## config.mk

```make
export PLATFORM = sky130hd
export DESIGN_NAME = resize_query_parser
export DESIGN_NICKNAME = d
export VERILOG_FILES = /design/src/design/rqp_pkg.sv /design/src/design/rqp_in_stage.sv /design/src/design/rqp_parse.sv /design/src/design/rqp_out_stage.sv /design/src/design/resize_query_parser.sv
export VERILOG_INCLUDE_DIRS = /design/src /design/src/design
export SDC_FILE = /design/constraint.sdc
export NUM_CORES = 1
export LEC_CHECK = 0
export ABC_AREA = 1
export BUFFER_PORTS_ARGS = -buffer_cell sky130_fd_sc_hd__buf_2
export CORE_ASPECT_RATIO = 0.7
export CORE_MARGIN = 5
export CORE_UTILIZATION = 25
export DETAILED_ROUTE_END_ITERATION = 6
export PLACE_DENSITY_LB_ADDON = 0.1
export SYNTH_ARGS = -nofsm -noshare
export SYNTH_HDL_FRONTEND = slang
export SYNTH_SLANG_ARGS = --single-unit
export TNS_END_PERCENT = 5
```

## constraint.sdc

```tcl
create_clock -name i_clk -period 6.2 [get_ports i_clk]
set_input_delay 1.55 -clock i_clk [delete_from_list [all_inputs] [get_ports i_clk]]
set_output_delay 1.55 -clock i_clk [all_outputs]
set_load 0.01 [all_outputs]
```

## src/design/assert_macros.svh

```systemverilog
// Assertion macros for the resize query parser; the parse core includes them.
`ifndef ASSERT_MACROS_SVH
`define ASSERT_MACROS_SVH

`ifndef SYNTHESIS

// The property must hold at every clock edge outside reset.
`define ASSERT_ALWAYS(label, clk, rst_n, prop) \
    label: assert property (@(posedge clk) disable iff (!rst_n) (prop)) \
        else $error("assertion %m failed");

// When the antecedent holds, the consequent must hold in the same cycle.
`define ASSERT_IMPLIES(label, clk, rst_n, ante, cons) \
    label: assert property (@(posedge clk) disable iff (!rst_n) (ante) |-> (cons)) \
        else $error("assertion %m failed");

// When the antecedent holds, the consequent must hold in the next cycle.
`define ASSERT_NEXT(label, clk, rst_n, ante, cons) \
    label: assert property (@(posedge clk) disable iff (!rst_n) (ante) |=> (cons)) \
        else $error("assertion %m failed");

`else

`define ASSERT_ALWAYS(label, clk, rst_n, prop)
`define ASSERT_IMPLIES(label, clk, rst_n, ante, cons)
`define ASSERT_NEXT(label, clk, rst_n, ante, cons)

`endif

`endif

```

## src/design/rqp_pkg.sv

```systemverilog
// Types, character codes and widths shared by the resize query parser.
`default_nettype none

package rqp_pkg;

    localparam int CHAR_W  = 8;
    localparam int ACC_W   = 17;
    localparam int NAME_W  = 12;
    localparam int CFG_W   = 16;
    localparam int IDX_W   = 1;
    localparam int OUT_W   = 56;

    localparam logic [ACC_W-1:0]  ACC_MAX   = '1;
    localparam logic [NAME_W-1:0] NAME_MAX  = '1;
    localparam logic [CFG_W-1:0]  MAX_W_RST = 16'd4096;
    localparam logic [CFG_W-1:0]  MAX_H_RST = 16'd4096;

    localparam logic [CHAR_W-1:0] CHAR_QMARK = 8'h3F;
    localparam logic [CHAR_W-1:0] CHAR_ZERO  = 8'h30;
    localparam logic [CHAR_W-1:0] CHAR_NINE  = 8'h39;
    localparam logic [CHAR_W-1:0] CHAR_W_SEL = 8'h77;
    localparam logic [CHAR_W-1:0] CHAR_H_SEL = 8'h68;
    localparam logic [CHAR_W-1:0] CHAR_AMP   = 8'h26;
    localparam logic [CHAR_W-1:0] CHAR_EQ    = 8'h3D;
    localparam logic [CHAR_W-1:0] CHAR_NUL   = 8'h00;

    typedef enum logic [IDX_W-1:0] {
        REG_MAX_WIDTH  = 1'b0,
        REG_MAX_HEIGHT = 1'b1
    } t_reg_idx;

    typedef enum logic [1:0] {
        SEL_NONE = 2'd0,
        SEL_W    = 2'd1,
        SEL_H    = 2'd2
    } t_sel;

    typedef enum logic [2:0] {
        ST_OK       = 3'd0,
        ST_NO_MARK  = 3'd1,
        ST_BAD_CHAR = 3'd2,
        ST_W_RANGE  = 3'd3,
        ST_H_RANGE  = 3'd4
    } t_status;

    typedef struct packed {
        logic [CHAR_W-1:0] char_byte;
        logic              last_byte;
    } t_in_item;

    typedef struct packed {
        logic [NAME_W-1:0] name_length;
        logic [ACC_W-1:0]  height_value;
        logic [ACC_W-1:0]  width_value;
        t_status           status;
    } t_result;

    // Handshake between the parse core and the register stages around it.
    typedef struct packed {
        logic take;       // the held byte is consumed this cycle
        logic load;       // a result is written into the output register
    } t_core_ctl;

endpackage

`default_nettype wire

```

## src/design/rqp_in_stage.sv

```systemverilog
// Input register that holds one received byte until the parse core takes it.
`default_nettype none

module rqp_in_stage
    import rqp_pkg::*;
(
    input  wire logic              i_clk,
    input  wire logic              i_rst_n,
    input  wire logic              i_valid,
    input  wire logic [CHAR_W-1:0] i_char_byte,
    input  wire logic              i_last_byte,
    output logic                   o_ready,
    input  wire t_core_ctl         i_ctl,
    output logic                   o_valid,
    output t_in_item               o_item
);

    logic     r_valid;
    t_in_item r_item;
    logic     w_load;

    assign o_ready = !r_valid || i_ctl.take;
    assign w_load  = i_valid && o_ready;

    always_ff @(posedge i_clk) begin
        if (!i_rst_n) begin
            r_valid <= 1'b0;
        end else if (w_load) begin
            r_valid <= 1'b1;
        end else if (i_ctl.take) begin
            r_valid <= 1'b0;
        end
    end

    always_ff @(posedge i_clk) begin
        if (w_load) begin
            r_item.char_byte <= i_char_byte;
            r_item.last_byte <= i_last_byte;
        end
    end

    assign o_valid = r_valid;
    assign o_item  = r_item;

endmodule

`default_nettype wire

```

## src/design/rqp_parse.sv

```systemverilog
// Parse core: query state registers, limit registers and the result decision.
`default_nettype none

`include "assert_macros.svh"

module rqp_parse
    import rqp_pkg::*;
(
    input  wire logic             i_clk,
    input  wire logic             i_rst_n,
    input  wire logic             i_cfg_we,
    input  wire logic [IDX_W-1:0] i_cfg_index,
    input  wire logic [CFG_W-1:0] i_cfg_wdata,
    input  wire logic             i_item_valid,
    input  wire t_in_item         i_item,
    input  wire logic             i_out_free,
    output t_core_ctl             o_ctl,
    output t_result               o_result
);

    logic [CFG_W-1:0]  r_max_width;
    logic [CFG_W-1:0]  r_max_height;

    logic              r_after_mark,  n_after_mark;
    t_sel              r_field_select, n_field_select;
    logic              r_bad_seen,    n_bad_seen;
    logic [ACC_W-1:0]  r_width_acc,   n_width_acc;
    logic [ACC_W-1:0]  r_height_acc,  n_height_acc;
    logic [NAME_W-1:0] r_name_count,  n_name_count;

    logic [CHAR_W-1:0] w_c;
    logic              w_is_digit;
    logic [3:0]        w_digit;
    logic [ACC_W-1:0]  w_width_step;
    logic [ACC_W-1:0]  w_height_step;
    logic              w_take;
    logic              w_end;

    // acc * 10 + digit, clamped to the accumulator range.
    function automatic logic [ACC_W-1:0] acc_digit(input logic [ACC_W-1:0] acc,
                                                   input logic [3:0] digit);
        logic [ACC_W+3:0] v;
        v = (ACC_W+4)'({acc, 3'b000}) + (ACC_W+4)'({acc, 1'b0}) + (ACC_W+4)'(digit);
        return (v > (ACC_W+4)'(ACC_MAX)) ? ACC_MAX : v[ACC_W-1:0];
    endfunction

    assign w_c           = i_item.char_byte;
    assign w_is_digit    = (w_c >= CHAR_ZERO) && (w_c <= CHAR_NINE);
    assign w_digit       = 4'(w_c - CHAR_ZERO);
    assign w_width_step  = acc_digit(r_width_acc, w_digit);
    assign w_height_step = acc_digit(r_height_acc, w_digit);

    // A final byte can only be taken when the output register has room.
    assign w_take     = i_item_valid && (!i_item.last_byte || i_out_free);
    assign w_end      = w_take && i_item.last_byte;
    assign o_ctl.take = w_take;
    assign o_ctl.load = w_end;

    always_comb begin
        n_after_mark   = r_after_mark;
        n_field_select = r_field_select;
        n_bad_seen     = r_bad_seen;
        n_width_acc    = r_width_acc;
        n_height_acc   = r_height_acc;
        n_name_count   = r_name_count;
        if (!r_bad_seen) begin
            if (!r_after_mark) begin
                // Name part: count every byte but a zero byte (an error) up to the question mark.
                if (w_c == CHAR_QMARK) begin
                    n_after_mark = 1'b1;
                end else if (w_c == CHAR_NUL) begin
                    n_bad_seen = 1'b1;
                end else if (r_name_count != NAME_MAX) begin
                    n_name_count = r_name_count + 1'b1;
                end
            end else begin
                case (w_c)
                    CHAR_W_SEL: n_field_select = SEL_W;
                    CHAR_H_SEL: n_field_select = SEL_H;
                    CHAR_AMP, CHAR_EQ: ;
                    default: begin
                        if (w_is_digit) begin
                            // Digits without a selector are dropped.
                            case (r_field_select)
                                SEL_W:   n_width_acc  = w_width_step;
                                SEL_H:   n_height_acc = w_height_step;
                                default: ;
                            endcase
                        end else begin
                            n_bad_seen = 1'b1;
                        end
                    end
                endcase
            end
        end
    end

    always_comb begin
        o_result.width_value  = n_width_acc;
        o_result.height_value = n_height_acc;
        o_result.name_length  = n_name_count;
        if (!n_after_mark) begin
            o_result.status = ST_NO_MARK;
        end else if (n_bad_seen) begin
            o_result.status = ST_BAD_CHAR;
        end else if ((n_width_acc == '0) || (n_width_acc > ACC_W'(r_max_width))) begin
            o_result.status = ST_W_RANGE;
        end else if ((n_height_acc == '0) || (n_height_acc > ACC_W'(r_max_height))) begin
            o_result.status = ST_H_RANGE;
        end else begin
            o_result.status = ST_OK;
        end
    end

    always_ff @(posedge i_clk) begin
        if (!i_rst_n) begin
            r_max_width  <= MAX_W_RST;
            r_max_height <= MAX_H_RST;
        end else if (i_cfg_we) begin
            unique case (t_reg_idx'(i_cfg_index))
                REG_MAX_WIDTH:  r_max_width  <= i_cfg_wdata;
                REG_MAX_HEIGHT: r_max_height <= i_cfg_wdata;
                default: ;
            endcase
        end
    end

    always_ff @(posedge i_clk) begin
        if (!i_rst_n || w_end) begin
            r_after_mark   <= 1'b0;
            r_field_select <= SEL_NONE;
            r_bad_seen     <= 1'b0;
            r_width_acc    <= '0;
            r_height_acc   <= '0;
            r_name_count   <= '0;
        end else if (w_take) begin
            r_after_mark   <= n_after_mark;
            r_field_select <= n_field_select;
            r_bad_seen     <= n_bad_seen;
            r_width_acc    <= n_width_acc;
            r_height_acc   <= n_height_acc;
            r_name_count   <= n_name_count;
        end
    end

    `ASSERT_NEXT(a_clear_after_last, i_clk, i_rst_n, w_end, !r_after_mark && !r_bad_seen && (r_width_acc == '0) && (r_height_acc == '0) && (r_name_count == '0))
    `ASSERT_NEXT(a_error_freezes, i_clk, i_rst_n, r_bad_seen && !w_end, r_bad_seen && $stable(r_width_acc) && $stable(r_height_acc) && $stable(r_name_count))
    `ASSERT_NEXT(a_name_frozen_after_mark, i_clk, i_rst_n, r_after_mark && !w_end, r_after_mark && $stable(r_name_count))

endmodule

`default_nettype wire

```

## src/design/rqp_out_stage.sv

```systemverilog
// Output register that holds one result until the downstream side takes it.
`default_nettype none

module rqp_out_stage
    import rqp_pkg::*;
(
    input  wire logic         i_clk,
    input  wire logic         i_rst_n,
    input  wire t_core_ctl    i_ctl,
    input  wire t_result      i_result,
    input  wire logic         i_ready,
    output logic              o_free,
    output logic              o_valid,
    output logic [OUT_W-1:0]  o_data
);

    logic    r_valid;
    t_result r_result;

    assign o_free = !r_valid || i_ready;

    always_ff @(posedge i_clk) begin
        if (!i_rst_n) begin
            r_valid <= 1'b0;
        end else if (i_ctl.load) begin
            r_valid <= 1'b1;
        end else if (i_ready) begin
            r_valid <= 1'b0;
        end
    end

    always_ff @(posedge i_clk) begin
        if (i_ctl.load) begin
            r_result <= i_result;
        end
    end

    assign o_valid = r_valid;
    assign o_data  = OUT_W'(r_result);

endmodule

`default_nettype wire

```

## src/design/resize_query_parser.sv

```systemverilog
// Top level of the resize query parser: byte stream in, one result per request out.
//
// The request string (name?w=X&h=Y) arrives on the slave stream one byte per
// transaction, with tlast on its final byte. Configuration writes set the
// largest accepted width (index 0) and height (index 1); both reset to 4096.
// Both must be written by the user only while no request is in flight (unenforced).
// Each byte is captured in an input register, then parsed from there by the
// core, which updates the name counter, the field selector and the
// decimal accumulators. On the final byte the core writes one result into an
// output register: status, width, height and name length, and the parse
// state returns to its start values for the next request.
// Throughput is one byte per cycle while no final byte waits for the output
// register; the only loop is the accumulator update (multiply by ten, add,
// clamp), which is combinational. The result is registered in the output register.
// When the master side stalls, the held result stays put; bytes that are not
// final keep flowing, and a final byte waits in the input register until the
// output register frees up, which then stalls the slave side.
// Reset is synchronous and active low: it empties both registers, clears the
// parse state and restores the limit registers.
`default_nettype none

module resize_query_parser
    import rqp_pkg::*;
(
    input  wire logic              i_clk,
    input  wire logic              i_rst_n,
    // Configuration write port.
    input  wire logic              i_cfg_we,
    input  wire logic [IDX_W-1:0]  i_cfg_index,
    input  wire logic [CFG_W-1:0]  i_cfg_wdata,
    // Slave stream: one request byte per transaction.
    input  wire logic              i_s_axis_tvalid,
    output logic                   o_s_axis_tready,
    input  wire logic [CHAR_W-1:0] i_s_axis_tdata,   // [7:0] char_byte
    input  wire logic              i_s_axis_tlast,   // last_byte
    // Master stream: one result per request.
    output logic                   o_m_axis_tvalid,
    input  wire logic              i_m_axis_tready,
    output logic [OUT_W-1:0]       o_m_axis_tdata    // [2:0] status, [19:3] width_value,
                                                     // [36:20] height_value,
                                                     // [48:37] name_length, rest zero
);

    t_core_ctl w_ctl;
    t_in_item  w_item;
    t_result   w_result;
    logic      w_item_valid;
    logic      w_out_free;

    rqp_in_stage u_in_stage (
        .i_clk       (i_clk),
        .i_rst_n     (i_rst_n),
        .i_valid     (i_s_axis_tvalid),
        .i_char_byte (i_s_axis_tdata),
        .i_last_byte (i_s_axis_tlast),
        .o_ready     (o_s_axis_tready),
        .i_ctl       (w_ctl),
        .o_valid     (w_item_valid),
        .o_item      (w_item)
    );

    rqp_parse u_parse (
        .i_clk        (i_clk),
        .i_rst_n      (i_rst_n),
        .i_cfg_we     (i_cfg_we),
        .i_cfg_index  (i_cfg_index),
        .i_cfg_wdata  (i_cfg_wdata),
        .i_item_valid (w_item_valid),
        .i_item       (w_item),
        .i_out_free   (w_out_free),
        .o_ctl        (w_ctl),
        .o_result     (w_result)
    );

    rqp_out_stage u_out_stage (
        .i_clk    (i_clk),
        .i_rst_n  (i_rst_n),
        .i_ctl    (w_ctl),
        .i_result (w_result),
        .i_ready  (i_m_axis_tready),
        .o_free   (w_out_free),
        .o_valid  (o_m_axis_tvalid),
        .o_data   (o_m_axis_tdata)
    );

endmodule

`default_nettype wire

```

# ---- After elaboration in Yosys (flattened, before gate mapping)
# Index checks and enable logic that the tools add are counted.
dict set report word_totals {
  reg_bits 142
  latch_bits 0
  mem_bits_rw 0
  romBits 0
  in_bits 31
  out_inout_bits 58
  word_cells 99
  mem_count 0
}
dict set report classes {
  addsub 6
  multipliers 0
  n_div 0
  magnitude_cmp 6
  n_eq_ne 8
  shifts 0
  n_mux 34
  bitwise 3
  reduce_logical 25
}
# cell count
set ops {}
lappend ops {{$mux W17} 12}
lappend ops {{$mux W12} 5}
lappend ops {{$add A20 B18 Y21} 2}
lappend ops {{$add A21 B4 Y21} 2}
lappend ops {{$gt A21 B17 Y1 const B} 2}
lappend ops {{$gt A17 B16 Y1} 2}
lappend ops {{$logic_not A17 Y1} 2}
lappend ops {{$eq A8 B6 Y1 const B} 3}
lappend ops {{$eq A8 B7 Y1 const B} 2}
lappend ops {{$mux W1} 13}
lappend ops {{$add A12 B1 Y12 const B} 1}
lappend ops {{$ne A12 B12 Y1 const B} 1}
lappend ops {{$ge A8 B6 Y1 const B} 1}
lappend ops {{$le A8 B6 Y1 const B} 1}
lappend ops {{$logic_not A8 Y1} 1}
lappend ops {{$logic_or A1 B1 Y1} 6}
lappend ops {{$reduce_bool A2 Y1} 3}
lappend ops {{$logic_and A1 B1 Y1} 4}
lappend ops {{$logic_not A1 Y1} 4}
lappend ops {{$mux W2} 2}
lappend ops {{$pmux W2 S2} 1}
lappend ops {{$reduce_and A2 Y1} 2}
lappend ops {{$reduce_and A4 Y1} 1}
lappend ops {{$reduce_or A4 Y1} 1}
lappend ops {{other kinds (6)} 8}

# ---- Logic depth before layout (Yosys ltp)
# Gate-level depths: netlist of the first run.
dict set report logic_depth {
  depth_word 14
  depth_mapped 35
  ltp_nobuf 34
}

# ---- Hierarchy
# Synthesis of the first run repeated with hierarchy kept, for this count alone.
dict set report unflattened {
  cells_unflattened 1249
  area_unflattened_um2 9496.6
}
# module n_inst cells_per_inst area_per_inst_um2 seq_area_each_um2
set modules_own_cells {}
lappend modules_own_cells {rqp_parse 1 1170 7601.0 1641.6}
lappend modules_own_cells {rqp_out_stage 1 63 1574.0 1491.4}
lappend modules_own_cells {rqp_in_stage 1 16 321.6 290.3}

# ---- Worst setup path before layout of the first run
# Ideal clock, no wire load.
dict set report synth_path {
  kind {register to register}
  start {register u_in_stage.r_item, in the netlist u_in_stage.o_item[4]}
  end {register u_out_stage.r_result, in the netlist u_out_stage.o_data[1] (data pin)}
  setup_time_ns 0.249
  arrival_ns 3.877
  t_required_ns 5.951
  setup_slack_ns 2.074
  path_stages_with_launch 34
  path_buffers 1
  period_less_slack_ns 4.126
  cell_sequence {edfxtp_1 fa_1 inv_1 fa_1 inv_1 nand2_1 nand2_1 nand3_1 nand2_2 nand2_1 nand3_2 nand2_2 nor2_4 buf_6 nand3_2 nand2_2 inv_1 ha_1 nand2_1 nor2_1 nand3_1 o211ai_1 nand2_1 o211ai_1 a21boi_0 o21ai_0 nand2_1 nand2_1 nand2_1 nand2_1 inv_1 nand3_2 nand2_1 inv_1}
}
# item line
set synth_lines {}
lappend synth_lines {{start: declaration} rqp_in_stage.sv:19} ;# t_in_item r_item;
lappend synth_lines {{end signal: assignment} rqp_out_stage.sv:34} ;# r_result <= i_result;
lappend synth_lines {{end: declaration} rqp_out_stage.sv:18} ;# t_result r_result;

==> summary.md, run 1 <==
| Metric | Value |
|---|---|
| Most common cell on crit path | `nand2_1` |
| Layout cells sized above 1 | `14.6%` |
| Critical path type | `reg2reg` |
| TritonCTS clock tree | `done` |
| Initial antenna violation count | `1` |
| Element type at the critical path start | `register` |
| Unrepaired setup endpoints after global routing | `no` |
| Setup WS pre-CTS | `1.46 ns` |
| PD cells | `223 nW/um^2` |
| Initial drt markers | `488` |
| Initial Utilization | `25.3%` |
| Die area | `43000 sq um` |
| Slew @ Worst Pin | `~1.0 ns` |
| Slowest cell on the critical path | `fa_1` |
| Global Route Usage Sum | `14.1%` |
| Yosys top cell by area | `edfxtp_1` |
| Final Max Slew Viols | `0` |
| Grt total ovfl | `0` |
| Routed WL per cell | `15.7 microns` |
| Critical path launch point | `u_in_stage.o_item[4]` |
| Clock Sinks | `about 140` |
| # H-tree levels | `4` |
| CTS resizes | `0` |
| Cell Area, Synth | `9720 sq um` |
| Hold Vio Cnt, Final | `0` |
| Area of the multi-input gates | `5280 sq um` |
| Vias in the first global route | `~7900` |
| CTS Buffer Depth | `2` |
| DRT Pass-1 Iters | `5` |
| First-pass GRT wire length | `47100 microns` |
| Tcrit/Tclk final | `around three quarters` |
| Worst Hold Launch | `u_parse.r_max_height[11]` |
| WP data arrival | `4.94 ns` |
| Total Wirelength | `30100 microns` |
| Crit path capture type | `register` |
| Synth area leaders | `edfxtp_1 (18%), dfxtp_1 (17%), ha_1 (13%)` |
| MaxCap Viol Count | `0` |
| Row cnt | `60` |
| DR vias | `8358` |
| Area growth, synth to finish | `15.0%` |
| Yosys warns | `0` |
| Synth top area share | `between 10% and 20%` |
| Fillers | `~4300` |
| #FFs+latches synth | `between 100 and 150` |
| Clk_lat worst skew | `0.44 ns` |
| Die width | `about 250 microns` |
| Syn avg cell area | `7.44 sq um` |
| Final worst slack | `around 1.5 ns` |
| Distinct cell type count after synthesis | `47` |
| Num ports | `a little under 90` |
| Post-CTS setup buffers | `0` |
| Final Skew | `approximately 0.0088 ns` |
| Setup violators final | `0` |
| Lkg Pwr | `5.75 nW` |
| IR drop worst, VDD | `~0.2 mV` |
| Syn Inst Count | `1307` |
| Post-route setup TNS | `0 ns` |
| CP Max Fanout | `17` |
| CTS root buf | `clkbuf_16` |
| Crit Reg-Reg Startpoint | `u_in_stage.o_item[4]` |
| Post-layout minimum cycle time | `roughly 4.7 ns` |
| Critical Path Max Stage Delay | `0.61 ns` |
| Post-detail-place hpwl | `about 24000 microns` |
| Antenna viol nets, final | `0` |
| GPL Wtd Cong | `0.822` |
| Post-synthesis sequential area ratio | `35.2%` |
| F_max | `211 MHz` |
| Worst min path class | `reg2reg` |
| Largest net degree at the start of global routing | `between 70 and 80` |
| Core footprint | `38400 sq um` |
| CP required | `6.40 ns` |
| Avg Vias per Cell | `approximately 4.4` |
| Total CTS buffers | `17` |
| Cts hold-fix bufs | `0` |
| Nets | `between 1500 and 2000` |
| Status | `finished clean` |
| Die H | `175 microns` |
| Slew headroom | `33.4%` |
| IO Port Bufs | `81` |
| Clock Pin Slew Worst Setup and Hold Paths | `0.07 ns` |
| Register area | `3420 sq um` |
| Drt drc | `0` |
==> routing by layer <==
metal	track usage (%)	up-vias	wire length, microns
met5	0	-	0
met4	2.72	0	282
met3	2.83	17	1580
met2	17.8	169	10700
met1	23.9	3797	17500
li1	-	4375	-
==> critical path, delay by kind of cell, from the launching register on <==
family	cells	cell delay, ns
buffers and inverters	5	0.32
AND/OR/NAND/NOR	20	1.94
adder cells (fa/ha/maj)	3	1.32
flip-flops	1	0.51
AO/OA/AOI/OAI	4	0.42
==> cells in the mapped netlist (all sizes together) <==
cell	n
a211oi	5
a21boi	2
a21oi	121
a221oi	1
a31o	1
and2	4
and3	1
buf	16
clkbuf	25
conb	1
dfxtp	84
edfxtp	58
fa	4
ha	99
inv	219
nand2	288
nand3	72
nand3b	4
nand4	16
nor2	115
nor3	13
nor3b	4
nor4	3
o211a	1
o211ai	5
o21a	1
o21ai	94
o21bai	4
or2	26
xnor2	3
xor2	17
==> final timing paths <==
path	end	slack, ns	depth (start not counted)
worst max-delay path	u_out_stage.o_data[1]	1.46	32
worst min-delay path	u_parse.r_max_height[11]	0.46	2
worst max register to register	u_out_stage.o_data[1]	1.46	32
worst min register to register	u_parse.r_max_height[11]	0.46	2
==> state kept, by name, summed over array words and instances, names as in the netlist, 2 cells and up <==
| register | flops |
|---|---|
| u_in_stage.o_item | 9 |
| u_out_stage.o_data | 49 |
| u_parse.r_field_select | 2 |
| u_parse.r_height_acc | 17 |
| u_parse.r_max_height | 16 |
| u_parse.r_max_width | 16 |
| u_parse.r_name_count | 12 |
| u_parse.r_width_acc | 17 |
==> power breakdown <==
| group | switching, mW | total, mW | internal [mW] | leakage, nW |
|---|---|---|---|---|
| clock network | 0.455 | 1.01 | 0.558 | 0.269 |
| registers | 0.0364 | 1.06 | 1.02 | 1.24 |
| logic | 0.279 | 0.426 | 0.147 | 4.24 |
| total | 0.770 | 2.50 | 1.73 | 5.75 |
==> cell type report <==
class | count | share of cell area, %
antenna | 1 | 0.0224
multi-input combinational | 911 | 47.2
sequential | 142 | 30.6
inverter | 219 | 7.35
clock inverter | 14 | 1.16
clock buffer | 18 | 3.84
timing repair buffer | 85 | 3.89
tap | 527 | 5.90
==> stage by stage <==
step	instances	util (%)	cell area [sq um]	power, mW	hold WS, ns
after floorplan	1313	-	9740	1.38	0.435
after global placement	1884	27.6	10600	1.51	0.457
after detailed placement	1884	27.6	10600	1.51	0.458
after CTS	1916	29.1	11200	2.55	0.467
after global routing	1916	29.1	11200	2.65	0.496
final	1917	29.1	11200	2.50	0.462
==> cell families after synthesis <==
family	after synthesis	share of synthesized area (%)
and+or+nand+nor	546	25.8
buffers and inverters	260	10.7
AOI/OAI and AO/OA	235	12.8
DFF	142	35.2
adders and majority gates	103	13.6
xor gates and xnor gates	20	1.80
other	1	0.0386
==> placed cells by master (no fill, tap or decap), types with 4 or more instances in the layout <==
master and n:
nand2_1 263, inv_1 213, a21oi_1 118, nor2_1 104
ha_1 99, o21ai_0 92, dfxtp_1 84, buf_2 81
edfxtp_1 58, nand3_1 57, nand2_2 25, or2_2 25
xor2_1 17, clkbuf_16 17, nand4_1 16, nand3_2 15
nor3_1 12, nor2_2 7, conb_1 7, inv_2 6
o211ai_1 5, a211oi_1 5, inv_6 5, nand3b_1 4
nor3b_1 4, fa_1 4, buf_4 4
No activity file was read; power rests on OpenSTA's default activity.
==> run 2: changes to the inputs <==
Clock period 6.2 ns to 4.1 ns, I/O delays scaled along.
==> run 2 against run 1 <==
Effect of this change: the flow now finishes with violations (negative setup slack); design area is 18% higher; non-clock buffer count is 194 higher; setup slack worse by 1.6 ns; combinational power is 120% higher; worst hold slack better by 0.0072 ns; power is 64% higher; core utilization is 5.1 points higher; via count is 7.6% higher; die area stayed put; clock-buffer cell count is 3 higher; critical endpoint unchanged.
==> summary.md, run 2 (synthesis gave the netlist of run 1 again) <==
| Metric | Value |
|---|---|
| First-pass GRT wire length | `50100 microns (was 47100 microns)` |
| CTS Buffer Depth | `2 (unchanged)` |
| CP required | `4.31 ns (was 6.40 ns)` |
| CTS root buf | `clkbuf_16 (unchanged)` |
| Element type at the critical path start | `register (unchanged)` |
| Reg2Reg Setup Slack | `-0.1 ns (was 1.46 ns)` |
| Nets | `1704 (was 1510)` |
| Crit path capture type | `register (unchanged)` |
| NetSw | `1.28 mW (was 770 uW)` |
| Slew headroom | `22.5% (was 33.4%)` |
| Largest net degree at the start of global routing | `74 (unchanged)` |
| Row cnt | `60 (unchanged)` |
| Power Total | `4.10 mW (was 2.50 mW)` |
| DRT Pass-1 Iters | `5 (unchanged)` |
| Total Wirelength | `32300 microns (was 30100 microns)` |
| Clock Pin Slew Worst Setup and Hold Paths | `0.07 ns (about the same)` |
| Initial drt markers | `588 (was 488)` |
| Global Route Usage Sum | `15.1% (was 14.1%)` |
| CP Max Fanout | `3 (was 17)` |
| Sequential share of power | `39.0% (was 42.4%)` |
| Routed WL per cell | `15.3 microns (was 15.7 microns)` |
| Post-route setup TNS | `-0.157 ns (was 0 ns)` |
| Die area | `43000 sq um (unchanged)` |
| Total CTS buffers | `17 (unchanged)` |
| Fillers | `4191 (was 4334)` |
| PD cells | `312 nW/um^2 (was 223 nW/um^2)` |
| Core footprint | `38400 sq um (unchanged)` |
| Register area | `3430 sq um (was 3420 sq um)` |
| WP data arrival | `4.40 ns (was 4.94 ns)` |
| Die width | `246 microns (unchanged)` |
| Power share of the clock group | `38.5% (was 40.6%)` |
| Highest-count cells in the layout ignoring fill and taps | `nand2_1 (240), inv_1 (201), buf_4 (191) (was nand2_1 (263), inv_1 (213), a21oi_1 (118))` |
| Failing checks | `negative setup slack` |
| Clk_lat worst skew | `0.45 ns (was 0.44 ns)` |
| Drt drc | `0 (unchanged)` |
| # H-tree levels | `4 (unchanged)` |
| F_max | `238 MHz (was 211 MHz)` |
| Critical Path Max Stage Delay | `0.60 ns (was 0.61 ns)` |
| Clock Sinks | `142 (unchanged)` |
| Status | `finished with violations (was finished clean)` |
| Logic pwr share | `22.5% (was 17.1%)` |
| Post-layout minimum cycle time | `4.20 ns (was 4.74 ns)` |
| Sw Share | `31.2% (was 30.8%)` |
| DR vias | `8994 (was 8358)` |
| Layout cells sized above 1 | `30.6% (was 14.6%)` |
| Unrepaired setup endpoints after global routing | `yes (was no)` |
| Hold Vio Cnt, Final | `0 (unchanged)` |
| Most common cell on crit path | `nand2_1 (unchanged)` |
| IR drop worst, VDD | `0.304 mV (was 0.202 mV)` |
| Post-detail-place hpwl | `25700 microns (was 23900 microns)` |
| IO Port Bufs | `81 (unchanged)` |
| Max reg flops | `49 (unchanged)` |
| GPL Wtd Cong | `0.825 (was 0.822)` |
| Final Max Slew Viols | `0 (unchanged)` |
| Num ports | `89 (unchanged)` |
| Final Skew | `0.0144 ns (was 0.00877 ns)` |
| Setup violators final | `3 (was 0)` |
| Setup WS pre-CTS | `-0.348 ns (was 1.46 ns)` |
| Area of the multi-input gates | `5710 sq um (was 5280 sq um)` |
| Avg Vias per Cell | `4.26 (was 4.36)` |
| Area growth, synth to finish | `35.2% (was 15.0%)` |
| MaxCap Viol Count | `0 (unchanged)` |
| Lkg Pwr | `6.74 nW (was 5.75 nW)` |
| Initial antenna violation count | `0 (was 1)` |
| Commonest non-fill, non-tap cell in the layout | `nand2_1 (unchanged)` |
| Hold WS | `0.470 ns (was 0.462 ns)` |
| TritonCTS clock tree | `done (unchanged)` |
| Initial Utilization | `25.3% (unchanged)` |
| Cts hold-fix bufs | `0 (unchanged)` |
| Grt total ovfl | `0 (unchanged)` |
| Critical path type | `reg2reg (unchanged)` |
| Antenna viol nets, final | `0 (unchanged)` |
| Tcrit/Tclk final | `102% (was 76.5%)` |
| Slowest cell on the critical path | `fa_2 (was fa_1)` |
| Pint | `2.82 mW (was 1.73 mW)` |
| Vias in the first global route | `8585 (was 7926)` |
| Worst min path class | `reg2reg (unchanged)` |
| Slew @ Worst Pin | `1.16 ns (was 0.999 ns)` |
| Final worst slack | `-0.0954 ns (was 1.46 ns)` |
| Die H | `175 microns (unchanged)` |
run 2: changes by cell type in the layout (fill, tap and decap cells not counted), sizes merged:
cell,change
buf,+194
bufinv,-1
clkbuf,+3
clkinvlp,-2
run 2: what timing repair did:
action                     4_1_cts  5_1_grt
setup buffers                   24        7
pin swaps                       24       44
setup endpoints to repair        3        3
gates resized for setup         46       57
run 2: metal layers:
metal / track usage [%] / wire [microns] / up-vias
met1: 25.6 / 19300 / 4052
met2: 18.8 / 11400 / 155
met3: 3.21 / 1440 / 19
met5: 0 / 0 / -
met4: 2.51 / 233 / 0
li1: - / - / 4768
run 2: critical path: cells and delay by family (launching register included):
kind	cells	cell delay, ns
DFF	1	0.46
buffers and inverters	9	0.67
adders and majority gates	3	1.27
and+or+nand+nor	15	1.55
run 2: power groups by stage:
stage                     combinational (mW)  clock [mW]  sequential [mW]
after floorplan                        0.470           0             1.62
after global placement                 0.808           0             1.63
after detailed placement               0.811           0             1.63
after CTS                              0.883        1.64             1.59
after global routing                    1.04        1.69             1.60
final                                  0.923        1.58             1.60
run 2: through the flow:
stage	instance area, sq um	utilization (%)	instances
6_report	13100	34.2	2111
4_1_cts	12900	33.4	2103
2_1_floorplan	9740	-	1313
3_3_place_gp	11900	30.9	2048
5_1_grt	13100	34.2	2110
3_5_place_dp	11900	30.9	2048
run 2: final timing paths:
path                          startpoint                     end  cells past startpoint
setup reg to reg    u_in_stage.o_item[4]   u_out_stage.o_data[1]                     27
hold reg to reg   u_parse.r_max_width[1]  u_parse.r_max_width[1]                      2
hold / removal    u_parse.r_max_width[1]  u_parse.r_max_width[1]                      2
setup / recovery    u_in_stage.o_item[4]   u_out_stage.o_data[1]                     27
run 2: cell type report:
type,instances,area share (%)
diodes,1,0.0190
well taps,527,5.02
repair buffers,279,14.8
clock buffers,21,3.67
flip-flops and latches,142,26.1
multi-input cells,911,43.5
inverters,219,6.26
clock inverters,11,0.705
